<file path="src/sv/gsdf_ram.sv">
`timescale 1ns / 1ps
// ----------------------------------------------------------------------------
// gsdf_ram
// Generic single-write, single-read RAM with a registered read port.
// ----------------------------------------------------------------------------
module gsdf_ram #(
    parameter int WIDTH = 8,
    parameter int DEPTH = 256
) (
    input  logic                     clk,
    input  logic                     we,
    input  logic [$clog2(DEPTH)-1:0] waddr,
    input  logic [WIDTH-1:0]         wdata,
    input  logic [$clog2(DEPTH)-1:0] raddr,
    output logic [WIDTH-1:0]         rdata
);

    logic [WIDTH-1:0] mem [DEPTH];
    logic [WIDTH-1:0] rdata_reg;

    // Write port and registered read port.
    always_ff @(posedge clk)
    begin
        if (we)
        begin
            mem[waddr] <= wdata;
        end
        rdata_reg <= mem[raddr];
    end

    assign rdata = rdata_reg;

endmodule

</file>
<file path="config.mk">
export PLATFORM = sky130hd
export DESIGN_NAME = gsdf_ram
export DESIGN_NICKNAME = d
export VERILOG_FILES = /design/src/sv/gsdf_ram.sv
export SDC_FILE = /design/constraint.sdc
export NUM_CORES = 2
export LEC_CHECK = 0
export BUFFER_PORTS_ARGS = -buffer_cell sky130_fd_sc_hd__buf_2
export CORE_ASPECT_RATIO = 1.75
export CORE_MARGIN = 1.5
export CORE_UTILIZATION = 28
export CTS_CLUSTER_DIAMETER = 150
export DETAILED_ROUTE_END_ITERATION = 6
export PLACE_DENSITY_LB_ADDON = 0.05
export SKIP_CTS_REPAIR_TIMING = 1
export SLEW_MARGIN = 20
export SYNTH_ARGS = -nofsm -noshare
export SYNTH_HDL_FRONTEND = slang
export SYNTH_SLANG_ARGS = --single-unit
</file>
<file path="constraint.sdc">
create_clock -name clk -period 3.69 [get_ports clk]
set_input_delay 0.5535 -clock clk [delete_from_list [all_inputs] [get_ports clk]]
set_output_delay 0.5535 -clock clk [all_outputs]
set_load 0.05 [all_outputs]
</file>
# Yosys cells after proc, flatten, opt, wreduce, memory -nomap -nowiden
# Memory sizes are Yosys's and may differ from the RTL's. A register that Yosys moved wholly into a read port is not among the register bits.
# Cells that the tools add are included.
# W data, S select, Z words.
# classes
addsub	0
n_mul	0
div	0
n_lt_le_gt_ge	0
n_eq_ne	0
shift	0
n_mux	2
n_bitwise	0
n_reduce_logical	0
# op_table
op	n
$mux W1	2
# word_totals
register_bits	0
latch_bits	0
ram_bits	2048
mem_bits_ro	0
input_bits	26
out_inout_bits	8
word_cells	3
n_memories	1
# mem_list
memory	depth	width	read_ports	rd_clocked_by_memory_dff	wr	line_no	source
mem	256	8	1	1	1	18	logic [WIDTH-1:0] mem [DEPTH];

# Depth between registers and ports, before layout
# depth
word_depth	2
depth_mapped	11
depth_no_buf	6

# Worst setup path before layout
# Ideal clock, no wire load.
# synth_path
kind	input -> register
startpoint	input port raddr[0]
endpoint	register rdata_reg[2], in the netlist rdata[2], read port of mem
setup_ns	0.131
arrival_ns	2.360
required_ns	3.559
slack_ns	1.199
path_stages	9
n_path_buf	4
path_cell_list	buf_6 > buf_12 > buf_8 > buf_2 > mux4_2 > a22oi_1 > a21oi_1 > nor4_1 > nor4_2
# synth_rtl
element	line_no	source
start: declaration	14	input logic [$clog2(DEPTH)-1:0] raddr,
end: declaration	19	logic [WIDTH-1:0] rdata_reg;

==> flow_metrics.tcl <==
set metrics [dict create \
    worst-r2r-cell-count 8 \
    whs_path_depth 1 \
    async_flop_share 0 \
    ys_ff_latch 2056 \
    dr.max_layer_used "met5" \
    syn_nets 3759 \
    via_per_inst 4.767 \
    worstSetupPathType "in -> reg" \
    largest_reg_flops 2048 \
    met3WireLength_mm 8.654 \
    crit_fanout 23 \
    hold_class "in -> reg" \
    drive_above_1_share 0.3030 \
    routed_wl_mm 265.7 \
    cp-start-kind "input port" \
    die_area_um2 287500 \
    vdd_drop_max_v 0.0003366 \
    rsz0062_at_grt "no" \
    holdPathEnd "mem[202][3]" \
    finish.net_count 4307 \
    ys_warn_count 0 \
    grt_max_degree 105 \
    worst_pin_slew_ps 1139 \
    die_h_um 708.1 \
    cp-end-kind "register" \
    grt_usage 0.1847 \
    p_clk_frac 0.422 \
    grt_overflow 0 \
    yosys.cell_types.count 55 \
    dpl.hpwl_mm 176.0 \
    wl_met1_mm 101.6 \
    finalPower_mw 49.51 \
    grt_antenna_before_repair 22 \
    first_pass_iters 7 \
    grt_pass1_wl_mm 363.7 \
    setup_viol_count_final 0 \
    maxCapViolations 0 \
    layout_min_cycle_time_ps 3026 \
    cp_slowest_cell "nor4_2" \
    synth-edff-count 2048 \
    clk_latency_ps 870 \
    drc 0 \
    fillers 26822 \
    port_buffers 33 \
    htreeDepth 4 \
    arrival_ps 3750 \
    timing.fmax_mhz 330.5 \
    leakage_nw 29.55 \
    slew_viol_final 0 \
    syn_area_um2 79560 \
    die_w_um 405.9 \
    r2r_setup_slack_ps 840 \
    grt_pass1_vias 41837 \
    p_sw_frac 0.2243 \
    root_buffer "clkbuf_16" \
    timing.rr.start "mem[77][7]" \
    avgSynthCellArea_um2 21.31 \
    fin_skew_ps 33.15 \
    powerDensity_nw_per_um2 524.7 \
    clockBufferDepth 4 \
    finalHoldViolCount 0 \
    pin_count 34 \
    ant_nets 0 \
    wl_per_cell_um 32.34 \
    rr_endpoint "rdata[7]" \
    design_area_um2 94350 \
    via_count 39158 \
    place.gp.congestion 0.7538 \
    slew_headroom 0.2404 \
    timing.critical_path.required_ps 4410 \
    syn_to_final_growth_pct 18.60 \
    p_int_mw 38.40 \
    comb_power_share 0.057 \
    seq_power_share 0.521 \
    period_share 0.8200 \
    dr_wl_met2_mm 148.5 \
    slowest_delay_ps 750 \
    clkTransAtPathRegs_ps 60 \
    coreArea_um2 282500 \
    critical_path.most_common_cell "buf_12" \
    crit_chain "buf_8 > buf_12 > buf_12 > mux4_2 > a22oi_1 > a21oi_1 > nor4_2 > buf_4 > nor4_1" \
    start_util 0.2817 \
    numCtsBuffers 209 \
    status "completed" \
    postPlaceCellArea_um2 87880 \
    cts_tree "yes" \
    crit_family "buffers and inverters" \
    critPathBufInv 4 \
    hold_start "wdata[3]" \
    drtIter0Drc 2798 \
    row_count 258 \
    synthCells 3733 \
    yosys_most_used_dff "edfxtp_1" \
    ys_seq_area_frac 0.7750 \
    power.switching_mw 11.10 \
    cts.sinks 2056 \
]
power groups by stage:
stage          Clock (mW)  Sequential, mW  Combinational, mW
3_5_place_dp            0            26.3               2.96
3_3_place_gp            0            26.3               2.94
2_1_floorplan           0            26.3               1.25
6_report             20.9            25.8               2.83
5_1_grt              22.3            25.8               3.00
4_1_cts              21.6            25.8               2.96
area by class of cell:
type                       instances  area, µm²  area share
sequential                      2056      61660      0.6535
multi-input combinational       1442      16630      0.1762
clock buffer                     278       5633     0.05970
timing repair buffer             570       4880     0.05172
tap                             3770       4717     0.04999
clock inverter                    87      807.0    0.008553
antenna                            9      22.52   0.0002387
inverter                           2      7.507  0.00007957
worst reg2reg max path, delay by kind of cell (launching register included):
family	cells	cell delay [ps]
simple gates	4	1150
mux	1	490
buf+inv	2	440
flops	1	360
compound gates	1	260
kinds of logic after synthesis:
| logic type | count (synthesis) | synth area share |
|---|---|---|
| AO/OA/AOI/OAI | 385 | 0.03419 |
| multiplexers | 591 | 0.1462 |
| flip-flops | 2056 | 0.7750 |
| AND/OR/NAND/NOR | 466 | 0.02628 |
| buffers and inverters | 235 | 0.01831 |
how the worst max path moves through the flow:
stage,startpoint,endpoint,slack (ps),cells past startpoint
final,raddr[0],rdata[5],660,9
after global routing,raddr[0],rdata[3],620,10
after CTS,raddr[0],rdata[5],620,9
after detailed placement,raddr[0],rdata[5],-320,9
after global placement,raddr[1],rdata[6],-1080,9
after floorplan,raddr[0],rdata[2],1200,9
through the flow:
stage	worst slack (ps)	instances	TNS, ps	hold slack (ps)	util
global route	620.3	8206	0	88.24	0.3340
global placement	-1081	7836	-4752	933.7	0.3109
CTS	617.0	8204	0	-31.48	0.3339
detailed placement	-319.2	7839	-1240	937.3	0.3111
finish	664.0	8214	0	119.5	0.3340
floorplan	1199	3733	0	652.4	-
cells in the final DEF, fill, tap and decap left out, types with 25 or more instances in the layout:
| master | Yosys | layout |
|---|---|---|
| mux2i_1 | 134 | 134 |
| clkbuf_1 | 111 | 58 |
| o22ai_1 | 28 | 28 |
| a21oi_1 | 96 | 96 |
| clkinv_1 | 1 | 34 |
| nor2_1 | 282 | 279 |
| buf_4 | 27 | 492 |
| mux4_2 | 454 | 454 |
| o221ai_1 | 46 | 46 |
| a22oi_1 | 133 | 133 |
| nand3_1 | 34 | 25 |
| buf_12 | 8 | 46 |
| nand2_1 | 33 | 32 |
| nor2b_1 | 31 | 28 |
| clkbuf_16 | 0 | 212 |
| edfxtp_1 | 2048 | 2048 |
| clkinv_2 | 0 | 28 |
Yosys cell counts (13+ instances only):
cell,instances,area [µm²]
nor4_1,24,150.1
nand3_1,34,170.2
o221ai_1,46,402.9
buf_8,13,195.2
a21oi_1,96,480.5
a22oi_1,133,998.5
nor2_1,282,1059
a211oi_1,16,120.1
buf_1,22,82.58
buf_4,27,202.7
a221oi_1,13,113.9
nor3_1,22,110.1
mux2i_1,134,1341
o22ai_1,28,175.2
nand2_1,33,123.9
clkbuf_1,111,416.7
edfxtp_1,2048,61500
buf_6,21,236.5
mux4_2,454,10220
buf_2,31,155.2
nor2b_1,31,193.9
routing by layer:
metal	vias up	global-route usage
met1	21362	0.2149
met2	749	0.3539
met5	-	0
li1	16762	-
met3	279	0.02082
met4	6	0.04780
No activity file was read; power rests on OpenSTA's default activity.
